==> config.mk <==
export PLATFORM = sky130hd
export DESIGN_NAME = rgb_to_hsv_pixel_flat
export DESIGN_NICKNAME = d
export VERILOG_FILES = /design/src/rtl/core/rgbhsv_pkg.sv /design/src/rtl/core/rgbhsv_in_if.sv /design/src/rtl/core/rgbhsv_out_if.sv /design/src/rtl/core/rgbhsv_front.sv /design/src/rtl/core/rgbhsv_div_step.sv /design/src/rtl/core/rgb_to_hsv_pixel.sv /design/src/flat_wrapper.sv
export SDC_FILE = /design/constraint.sdc
export NUM_CORES = 1
export LEC_CHECK = 0
export BUFFER_PORTS_ARGS = -buffer_cell sky130_fd_sc_hd__buf_2
export CAP_MARGIN = 20
export CELL_PAD_IN_SITES_DETAIL_PLACEMENT = 1
export CELL_PAD_IN_SITES_GLOBAL_PLACEMENT = 1
export CORE_UTILIZATION = 55
export DETAILED_ROUTE_END_ITERATION = 8
export PLACE_DENSITY_LB_ADDON = 0.12
export SYNTH_ARGS = -nofsm -noshare
export SYNTH_HDL_FRONTEND = slang
export SYNTH_SLANG_ARGS = --single-unit
==> constraint.sdc <==
create_clock -name clk -period 9.9 [get_ports clk]
set_input_delay 0.495 -clock clk [delete_from_list [all_inputs] [get_ports clk]]
set_output_delay 0.495 -clock clk [all_outputs]
set_load 0.1 [all_outputs]
==> src/rtl/core/rgbhsv_pkg.sv <==
package rgbhsv_pkg;

  // pixel and divider widths
  localparam int PixW = 8;
  localparam int DivW = 2 * PixW;

  typedef logic [PixW-1:0] pix_t;
  typedef logic [DivW-1:0] wide_t;

  // hue constants in half-degrees
  localparam logic [6:0] HueOffRed   = 7'd0;
  localparam logic [6:0] HueOffGreen = 7'd60;
  localparam logic [6:0] HueOffBlue  = 7'd120;
  localparam logic [7:0] HueWrap     = 8'd180;
  localparam pix_t       HueMax      = 8'd179;

  // sector holding the largest channel
  typedef enum logic [1:0] {
    SEC_RED   = 2'b00,
    SEC_GREEN = 2'b01,
    SEC_BLUE  = 2'b10
  } sector_t;

  // payload carried through the divider stages
  typedef struct packed {
    wide_t rem_h;
    wide_t rem_s;
    pix_t  quo_h;
    pix_t  quo_s;
    pix_t  chroma;
    pix_t  bright;
  } div_t;

  // one restoring division step
  typedef struct packed {
    wide_t rem;
    logic  qbit;
  } step_t;

  // compare against the divisor aligned at bit 7, subtract, shift left
  function automatic step_t div_step(wide_t rem, pix_t dsr);
    wide_t dsh;
    wide_t diff;
    step_t res;
    dsh = {1'b0, dsr, 7'd0};
    if (rem >= dsh) begin
      diff     = rem - dsh;
      res.qbit = 1'b1;
    end else begin
      diff     = rem;
      res.qbit = 1'b0;
    end
    res.rem = {diff[DivW-2:0], 1'b0};
    return res;
  endfunction

endpackage

==> src/rtl/core/rgbhsv_in_if.sv <==
interface rgbhsv_in_if;
  import rgbhsv_pkg::*;

  logic valid;
  logic ready;
  pix_t red;
  pix_t green;
  pix_t blue;

  modport source (output valid, output red, output green, output blue, input ready);
  modport sink   (input valid, input red, input green, input blue, output ready);
endinterface

==> src/rtl/core/rgbhsv_out_if.sv <==
interface rgbhsv_out_if;
  import rgbhsv_pkg::*;

  logic valid;
  logic ready;
  pix_t hue;
  pix_t saturation;
  pix_t brightness;

  modport source (output valid, output hue, output saturation, output brightness,
                  input ready);
  modport sink   (input valid, input hue, input saturation, input brightness,
                  output ready);
endinterface

==> src/rtl/core/rgbhsv_front.sv <==
module rgbhsv_front (
  input  logic              clk,
  input  logic              rst_n,
  input  logic              up_valid,
  output logic              up_ready,
  input  rgbhsv_pkg::pix_t  up_red,
  input  rgbhsv_pkg::pix_t  up_green,
  input  rgbhsv_pkg::pix_t  up_blue,
  output logic              dn_valid,
  input  logic              dn_ready,
  output rgbhsv_pkg::div_t  dn_data
);
  import rgbhsv_pkg::*;

  typedef struct packed {
    pix_t            bright;
    pix_t            chroma;
    sector_t         sector;
    logic signed [8:0] diff;
  } ext_t;

  logic    va_r, va_nxt;
  ext_t    da_r, da_nxt;
  logic    vb_r, vb_nxt;
  div_t    db_r, db_nxt;
  logic    ready_a, ready_b;

  // per-stage handshake
  assign ready_b  = !vb_r || dn_ready;
  assign ready_a  = !va_r || ready_b;
  assign up_ready = ready_a;
  assign va_nxt   = ready_a ? up_valid : va_r;
  assign vb_nxt   = ready_b ? va_r : vb_r;

  // stage a: extremes, sector and channel difference
  always_comb begin
    pix_t mx;
    pix_t mn;
    mx = up_red;
    if (up_green > mx) mx = up_green;
    if (up_blue > mx)  mx = up_blue;
    mn = up_red;
    if (up_green < mn) mn = up_green;
    if (up_blue < mn)  mn = up_blue;
    da_nxt.bright = mx;
    da_nxt.chroma = mx - mn;
    if (up_red >= up_green && up_red >= up_blue) begin
      da_nxt.sector = SEC_RED;
      da_nxt.diff   = $signed({1'b0, up_green}) - $signed({1'b0, up_blue});
    end else if (up_green >= up_blue) begin
      da_nxt.sector = SEC_GREEN;
      da_nxt.diff   = $signed({1'b0, up_blue}) - $signed({1'b0, up_red});
    end else begin
      da_nxt.sector = SEC_BLUE;
      da_nxt.diff   = $signed({1'b0, up_red}) - $signed({1'b0, up_green});
    end
  end

  // stage b: hue and saturation numerators
  always_comb begin
    logic [6:0]         off;
    logic [14:0]        off_prod;
    logic signed [17:0] diff_ext;
    logic signed [17:0] diff_prod;
    logic signed [17:0] num_raw;
    logic signed [17:0] num_fix;
    logic [15:0]        wrap_prod;
    case (da_r.sector)
      SEC_GREEN: off = HueOffGreen;
      SEC_BLUE:  off = HueOffBlue;
      default:   off = HueOffRed;
    endcase
    off_prod  = 15'({8'd0, off} * {7'd0, da_r.chroma});
    diff_ext  = {{9{da_r.diff[8]}}, da_r.diff};
    diff_prod = diff_ext * 18'sd30;
    num_raw   = $signed({3'b000, off_prod}) + diff_prod;
    wrap_prod = {8'd0, da_r.chroma} * {8'd0, HueWrap};
    // wrap a negative hue round the circle
    if (num_raw[17]) begin
      num_fix = num_raw + $signed({2'b00, wrap_prod});
    end else begin
      num_fix = num_raw;
    end
    db_nxt.rem_h  = num_fix[15:0];
    db_nxt.rem_s  = {da_r.chroma, 8'd0} - {8'd0, da_r.chroma};
    db_nxt.quo_h  = '0;
    db_nxt.quo_s  = '0;
    db_nxt.chroma = da_r.chroma;
    db_nxt.bright = da_r.bright;
  end

  // stage registers
  always_ff @(posedge clk) begin
    if (!rst_n) begin
      va_r <= 1'b0;
      vb_r <= 1'b0;
    end else begin
      va_r <= va_nxt;
      vb_r <= vb_nxt;
    end
  end

  always_ff @(posedge clk) begin
    if (ready_a && up_valid) begin
      da_r <= da_nxt;
    end
    if (ready_b && va_r) begin
      db_r <= db_nxt;
    end
  end

  assign dn_valid = vb_r;
  assign dn_data  = db_r;

endmodule

==> src/rtl/core/rgbhsv_div_step.sv <==
module rgbhsv_div_step (
  input  logic              clk,
  input  logic              rst_n,
  input  logic              up_valid,
  output logic              up_ready,
  input  rgbhsv_pkg::div_t  up_data,
  output logic              dn_valid,
  input  logic              dn_ready,
  output rgbhsv_pkg::div_t  dn_data
);
  import rgbhsv_pkg::*;

  logic  valid_r, valid_nxt;
  div_t  data_r, data_nxt;

  // handshake for this stage
  assign up_ready  = !valid_r || dn_ready;
  assign valid_nxt = up_ready ? up_valid : valid_r;

  // two quotient bits for hue and saturation
  always_comb begin
    step_t h0, h1, s0, s1;
    h0 = div_step(up_data.rem_h, up_data.chroma);
    h1 = div_step(h0.rem, up_data.chroma);
    s0 = div_step(up_data.rem_s, up_data.bright);
    s1 = div_step(s0.rem, up_data.bright);
    data_nxt        = up_data;
    data_nxt.rem_h  = h1.rem;
    data_nxt.rem_s  = s1.rem;
    data_nxt.quo_h  = {up_data.quo_h[PixW-3:0], h0.qbit, h1.qbit};
    data_nxt.quo_s  = {up_data.quo_s[PixW-3:0], s0.qbit, s1.qbit};
  end

  always_ff @(posedge clk) begin
    if (!rst_n) begin
      valid_r <= 1'b0;
    end else begin
      valid_r <= valid_nxt;
    end
  end

  always_ff @(posedge clk) begin
    if (up_ready && up_valid) begin
      data_r <= data_nxt;
    end
  end

  assign dn_valid = valid_r;
  assign dn_data  = data_r;

endmodule

==> src/rtl/core/rgb_to_hsv_pixel.sv <==
// rgb to hsv conversion for 8-bit pixels
//
// in_pix carries one request of red, green and blue; it is taken at a
// rising edge with valid and ready both high. out_pix returns hue in
// half-degrees (0..179), saturation floor(255*chroma/max) and brightness
// (the largest channel), one result for every request, in order.
//
// from acceptance to out_pix.valid a request passes two front stages
// (extremes, then numerators) and four divider stages, each resolving two
// quotient bits of both divisions by restoring steps.
// throughput is one pixel per clock while out_pix.ready is high.
//
// when the receiver stalls, each stage holds its request and ready falls
// back stage by stage; bubbles are squeezed out, nothing is lost or doubled.
// reset (rst_n low, synchronous) clears every stage valid bit; no request
// is in flight afterwards and in_pix.ready is high.
module rgb_to_hsv_pixel (
  input  logic          clk,
  input  logic          rst_n,
  rgbhsv_in_if.sink     in_pix,
  rgbhsv_out_if.source  out_pix
);
  import rgbhsv_pkg::*;

  localparam int NSteps = PixW / 2;

  logic link_valid [NSteps+1];
  logic link_ready [NSteps+1];
  div_t link_data  [NSteps+1];
  div_t fin;

  // extremes and numerators
  rgbhsv_front u_front (
    .clk      (clk),
    .rst_n    (rst_n),
    .up_valid (in_pix.valid),
    .up_ready (in_pix.ready),
    .up_red   (in_pix.red),
    .up_green (in_pix.green),
    .up_blue  (in_pix.blue),
    .dn_valid (link_valid[0]),
    .dn_ready (link_ready[0]),
    .dn_data  (link_data[0])
  );

  // divider chain
  for (genvar k = 0; k < NSteps; k++) begin : g_div
    rgbhsv_div_step u_step (
      .clk      (clk),
      .rst_n    (rst_n),
      .up_valid (link_valid[k]),
      .up_ready (link_ready[k]),
      .up_data  (link_data[k]),
      .dn_valid (link_valid[k+1]),
      .dn_ready (link_ready[k+1]),
      .dn_data  (link_data[k+1])
    );
  end

  assign fin                 = link_data[NSteps];
  assign link_ready[NSteps]  = out_pix.ready;
  assign out_pix.valid       = link_valid[NSteps];

  // grey and black pixels have no meaningful quotient
  assign out_pix.hue        = (fin.chroma == '0) ? '0 :
                              ((fin.quo_h > HueMax) ? HueMax : fin.quo_h);
  assign out_pix.saturation = (fin.bright == '0) ? '0 : fin.quo_s;
  assign out_pix.brightness = fin.bright;

  // final remainders lie below their divisors
  a_hue_rem: assert property (@(posedge clk) disable iff (!rst_n)
    (out_pix.valid && fin.chroma != '0) |-> (fin.rem_h[DivW-1:PixW] < fin.chroma))
    else $error("hue remainder not below chroma");

  a_sat_rem: assert property (@(posedge clk) disable iff (!rst_n)
    (out_pix.valid && fin.bright != '0) |-> (fin.rem_s[DivW-1:PixW] < fin.bright))
    else $error("saturation remainder not below brightness");

  a_hue_range: assert property (@(posedge clk) disable iff (!rst_n)
    (out_pix.valid && fin.chroma != '0) |-> (fin.quo_h <= HueMax))
    else $error("hue quotient out of range");

  a_chroma_le: assert property (@(posedge clk) disable iff (!rst_n)
    out_pix.valid |-> (fin.chroma <= fin.bright))
    else $error("chroma above brightness");

endmodule

==> src/flat_wrapper.sv <==
// flat-port wrapper written by rule: the top's interface ports become plain ports
module rgb_to_hsv_pixel_flat import rgbhsv_pkg::*;
  (clk, rst_n, in_pix_valid, in_pix_red, in_pix_green, in_pix_blue, in_pix_ready, out_pix_valid, out_pix_hue, out_pix_saturation, out_pix_brightness, out_pix_ready);
  rgbhsv_in_if in_pix_i ();
  rgbhsv_out_if out_pix_i ();
  input  logic clk;
  input  logic rst_n;
  input wire logic [$bits(in_pix_i.valid)-1:0] in_pix_valid;
  input wire logic [$bits(in_pix_i.red)-1:0] in_pix_red;
  input wire logic [$bits(in_pix_i.green)-1:0] in_pix_green;
  input wire logic [$bits(in_pix_i.blue)-1:0] in_pix_blue;
  output wire logic [$bits(in_pix_i.ready)-1:0] in_pix_ready;
  output wire logic [$bits(out_pix_i.valid)-1:0] out_pix_valid;
  output wire logic [$bits(out_pix_i.hue)-1:0] out_pix_hue;
  output wire logic [$bits(out_pix_i.saturation)-1:0] out_pix_saturation;
  output wire logic [$bits(out_pix_i.brightness)-1:0] out_pix_brightness;
  input wire logic [$bits(out_pix_i.ready)-1:0] out_pix_ready;
  assign in_pix_i.valid = in_pix_valid;
  assign in_pix_i.red = in_pix_red;
  assign in_pix_i.green = in_pix_green;
  assign in_pix_i.blue = in_pix_blue;
  assign in_pix_ready = in_pix_i.ready;
  assign out_pix_valid = out_pix_i.valid;
  assign out_pix_hue = out_pix_i.hue;
  assign out_pix_saturation = out_pix_i.saturation;
  assign out_pix_brightness = out_pix_i.brightness;
  assign out_pix_i.ready = out_pix_ready;
  rgb_to_hsv_pixel u_core (.clk(clk), .rst_n(rst_n), .in_pix(in_pix_i), .out_pix(out_pix_i));
endmodule
Word-level counts from Yosys, hierarchy flattened:

Index checks and enable logic that the tools add are counted.

* register bits: 275
* logic and storage cells: 154

* add/subtract/negate cells: 21
* multiply operators: 3
* order comparisons: 24
* eq/ne operators: 2
* multiplexer cells: 41
* reduce and logical (&&, ||, !) cells: 21

Operators with widths (number)
* greater-or-equal comparator 16 x 15 -> 1 bit: 16
* two-way mux 15 bit: 14
* subtractor 15 bit: 14
* two-way mux 8 bit: 7
* subtractor 8 x 8 -> 9 bit: 3
* greater-or-equal comparator 8 bit: 3
* adder 16 x 15 -> 17 bit: 1
* adder 16 bit: 1
* greater-than comparator 8 bit: 2
* logical NOT 8 bit: 2
* less-than comparator 8 bit: 2
* two-way mux 1 bit: 16
* two-way mux 16 bit: 1
* subtractor 16 x 8 -> 16 bit: 1
* multiplier 7 x 8 -> 15 bit: 1
* multiplier 8 x 6 -> 14 bit (second input constant): 1
* multiplier 9 x 5 -> 14 bit (second input constant): 1
* case mux 7 bit (2 select lines): 1
* two-way mux 11 bit: 1
* two-way mux 9 bit: 1
* greater-than comparator 8 bit (second input constant): 1
* subtractor 8 bit: 1
* logical AND 1 bit: 7
* logical NOT 1 bit: 6
* other kinds (3): 8

Depth between registers and ports, before layout:

* word-level depth: 8
* depth in mapped cells: 35

Hierarchy:

A second synthesis with hierarchy kept.

* cells, all modules: 2260
* area total of the unflattened synthesis: 24805.0 µm²

Modules (own cells, without submodules)
* rgbhsv_front: times used 1, cells an instance 951, area each 9350.2 µm², seq. area each 2232.1 µm²
* rgbhsv_div_step at u_core.g_div[0].u_step ...: times used 2, cells an instance 312, area each 3792.4 µm², seq. area each 1821.7 µm²
* rgbhsv_div_step at u_core.g_div[2].u_step: times used 1, cells an instance 333, area each 3942.5 µm², seq. area each 1821.7 µm²
* rgbhsv_div_step at u_core.g_div[1].u_step: times used 1, cells an instance 326, area each 3758.6 µm², seq. area each 1821.7 µm²
* rgb_to_hsv_pixel: times used 1, cells an instance 26, area each 168.9 µm², seq. area each 0.0 µm²

Worst setup path before layout:

No wires, ideal clock.

* path type: register to register
* start: register u_core.u_front.da_r[9] in the netlist's numbering
* end: register u_core.u_front.db_r, in the netlist u_core.u_front.dn_data[63] (data pin)
* library setup time: 263 ps
* data arrival time: 6182 ps
* data required time: 9637 ps
* path slack: 3455 ps
* cell stages (with the launch flop): 36
* buffers on the path: 1
* clock period less this slack: 6445 ps
* cells stage by stage: edfxtp_1 inv_1 ha_1 clkbuf_1 nor2_1 xnor2_1 ha_1 inv_1 fa_1 inv_1 fa_1 ha_1 ha_1 inv_1 fa_1 nor2b_1 o21ai_0 a21boi_0 o21ai_0 nand2b_1 xor2_1 ha_1 nand2_1 o21ai_0 nor2_1 a21boi_0 o21bai_1 xor2_1 ha_1 o21ai_0 nand2b_1 o31ai_1 a21oi_1 xor2_1 mux2i_1 xor2_1

RTL lines
* from (decl): line rgbhsv_front.sv:23 `ext_t da_r, da_nxt;`
* from (signal assigned): line rgbhsv_front.sv:105 `da_r <= da_nxt;`
* to (signal assigned): line rgbhsv_front.sv:108 `db_r <= db_nxt;`
* to (decl): line rgbhsv_front.sv:25 `div_t db_r, db_nxt;`

==> flow_summary_export.csv <==
group,metric,value,unit
placement,hpwl,44040,um
logic_synthesis,yosysWarnings,0,
floorplan,start_util,0.5595,
route,vias,15664,
sta,relSlewSlack,0.4481,
route,vias_per_cell,5.898,
placement,post_dp_cell_area,21970,um^2
critical_path,critPathMaxStageDelay,540,ps
sta,drv_slew,0,
route,wire_per_inst,20.36,um
clock_network,root_buffer,"clkbuf_16",
floorplan,core-area,37670,um^2
route,antenna_left,0,
clock_network,cts_buffers,28,
clock_network,hold_buffers,0,
logic_synthesis,synth_fp_nets,2428,
sta,finClkSkew,10.44,ps
sta,setup_tns,0,ps
logic_synthesis,synth_seq_cells,249,
outcome,outcome,"finished, final reports clean",
sta,fin_crit_sh,0.7294,
route,totalWireLength,54070,um
floorplan,ioPinCount,54,
critical_path,critPathMostFrequentCell,"ha_1",
worst_hold_path,hold_class,"in2reg",
clock_network,post_cts.repair.setup_buffers,0,
logic_synthesis,async_flop_share,0,
critical_path,cp.required,10190,ps
global_routing,grt_usage,0.2807,
sta,max_freq,138.5,MHz
logic_synthesis,ys_top_cells_by_area,"edfxtp_1 35%, ha_1 17%, fa_1 5.7%",
floorplan,die-area,39100,um^2
placement,gp_congestion,0.8727,
logic_synthesis,ys_seq_area_frac,0.3520,
route,drt-initial-drc-count,586,
global_routing,grt_first_pass_wirelength,87450,um
critical_path,critPathKind,"reg2reg",
logic_synthesis,yosys.area.top_type,"edfxtp_1",
job,maxCapViolations,0,
sta,tightest_slew,820.3,ps
clock_network,clk_pin_slew_worst_paths,60,ps
global_routing,antenna_found_initial,0,
logic_synthesis,syn_avg_cell_area,10.25,um^2
global_routing,overflow,0,
route,drc,0,
clock_network,h-tree-depth,1,
logic_synthesis,syn-cell-area,21070,um^2
logic_synthesis,yosys.cell_types.count,77,
floorplan,die_h,197.7,um
clock_network,cts_tree,"done",
clock_network,clk_path_buf_depth,3,
route,drt_pass1_iterations,7,
critical_path,crit_fanout,9,
critical_path,critPathArrivalTime,7510,ps
critical_path,start_kind,"register",
clock_network,cts.sinks,249,
sta,setup_viol,0,
critical_path,cp_slowest_cell,"fa_1",
logic_synthesis,synth_cells,2056,
final_layout,drive_gt1_frac,0.09464,
final_layout,fin_area,22910,um^2
sta,rsz0062_at_grt,"no",
global_routing,grt_pass1_vias,16982,
sta,hold_violations,0,
clock_network,clk_latency,540,ps
logic_synthesis,synth-edff-count,243,
final_layout,diodes,0,
clock_network,cts_resized,0,
logic_synthesis,synth_ff_type,"edfxtp_1",
logic_synthesis,netlist.area_leader.share,0.3463,
logic_synthesis,yosysMostFrequentCell,"ha_1",
final_layout,nets,2497,
final_layout,fillers,4137,
logic_synthesis,ys_top_cells_by_count,"284 x ha_1, 258 x inv_1, 243 x edfxtp_1",
final_layout,area_growth_syn_to_layout,8.734,%
floorplan,die_w,197.7,um
sta,min_period,7221,ps
critical_path,critPathCaptureType,"register",
final_layout,utilization,0.6083,
placement,numPortBuffers,53,
floorplan,rows,71,
global_routing,grt_max_degree,47,
layout by cell type, fill, tap and decap left out, types with 41 or more instances in the layout:
cell,Yosys,final
xnor2_1,87,87
nor2b_1,49,46
ha_1,284,284
o21ai_0,107,107
edfxtp_1,243,243
xor2_1,48,48
nor2_1,145,145
buf_2,3,53
mux2i_1,41,41
mux2_2,75,75
fa_1,60,60
a21oi_1,120,120
nand2_1,85,85
inv_1,258,258
cell type report:
type | instances | area [um^2] | area share
well taps | 511 | 639.4 | 0.02790
clock inverters | 12 | 186.4 | 0.008136
flip-flops and latches | 249 | 7417 | 0.3237
repair buffers | 62 | 332.8 | 0.01453
clock buffers | 38 | 759.5 | 0.03315
inverters | 259 | 972.2 | 0.04243
multi-input cells | 1525 | 12610 | 0.5502
cells by family after synthesis:
kind of cell | count (synthesis) | synth area share
and+or+nand+nor | 477 | 0.1137
adders and majority gates | 344 | 0.2256
AOI/OAI and AO/OA | 447 | 0.1376
buffers and inverters | 282 | 0.05201
xor gates and xnor gates | 135 | 0.05611
DFF | 249 | 0.3520
muxes | 122 | 0.06294
registers in the layout, summed over array words and instances, names as in the netlist:
name,cells
u_core.g_div.u_step.dn_valid,4
u_core.u_front.da_r,27
u_core.g_div.u_step.dn_data,170
u_core.u_front.dn_data,46
u_core.u_front.dn_valid,1
u_core.u_front.va_r,1
per-layer routing:
layer,global-route usage,vias up,part of all wire
met5,0,-,0
li1,-,7531,-
met2,0.5424,222,0.53
met4,0.08010,0,0.028
met3,0.02368,97,0.022
met1,0.3274,7814,0.42
critical path, delay by kind of cell (launching register included):
kind | cells | cell delay [ps]
and+or+nand+nor | 6 | 900
buffers and inverters | 4 | 230
xor gates and xnor gates | 5 | 780
adders and majority gates | 9 | 3230
DFF | 1 | 360
AOI/OAI and AO/OA | 9 | 1240
muxes | 1 | 240
stage by stage:
step | worst slack [ps] | std cells | hold slack, ps
final | 2679 | 2656 | 238.9
after global routing | 2154 | 2656 | 226.0
after CTS | 2721 | 2656 | 217.1
after detailed placement | 2814 | 2606 | 406.3
after global placement | 3109 | 2606 | 401.3
after floorplan | 3455 | 2056 | 400.3
worst paths after layout:
path	startpoint	to	slack [ps]	cells past startpoint
setup / recovery	u_core.u_front.da_r[9]$_SDFFCE_PP0P_	u_core.u_front.dn_data[63]$_DFFE_PP_	2680	34
hold / removal	rst_n	u_core.g_div[0].u_step.dn_valid$_SDFFE_PN0P_	240	2
setup reg to reg	u_core.u_front.da_r[9]$_SDFFCE_PP0P_	u_core.u_front.dn_data[63]$_DFFE_PP_	2680	34
hold reg to reg	u_core.g_div[2].u_step.dn_data[28]$_DFFE_PP_	u_core.g_div[3].u_step.dn_data[30]$_DFFE_PP_	410	0
Power is left out: the tool's default activity adds up to more than one toggle a clock period on the data nets, which glitch-free logic cannot reach.
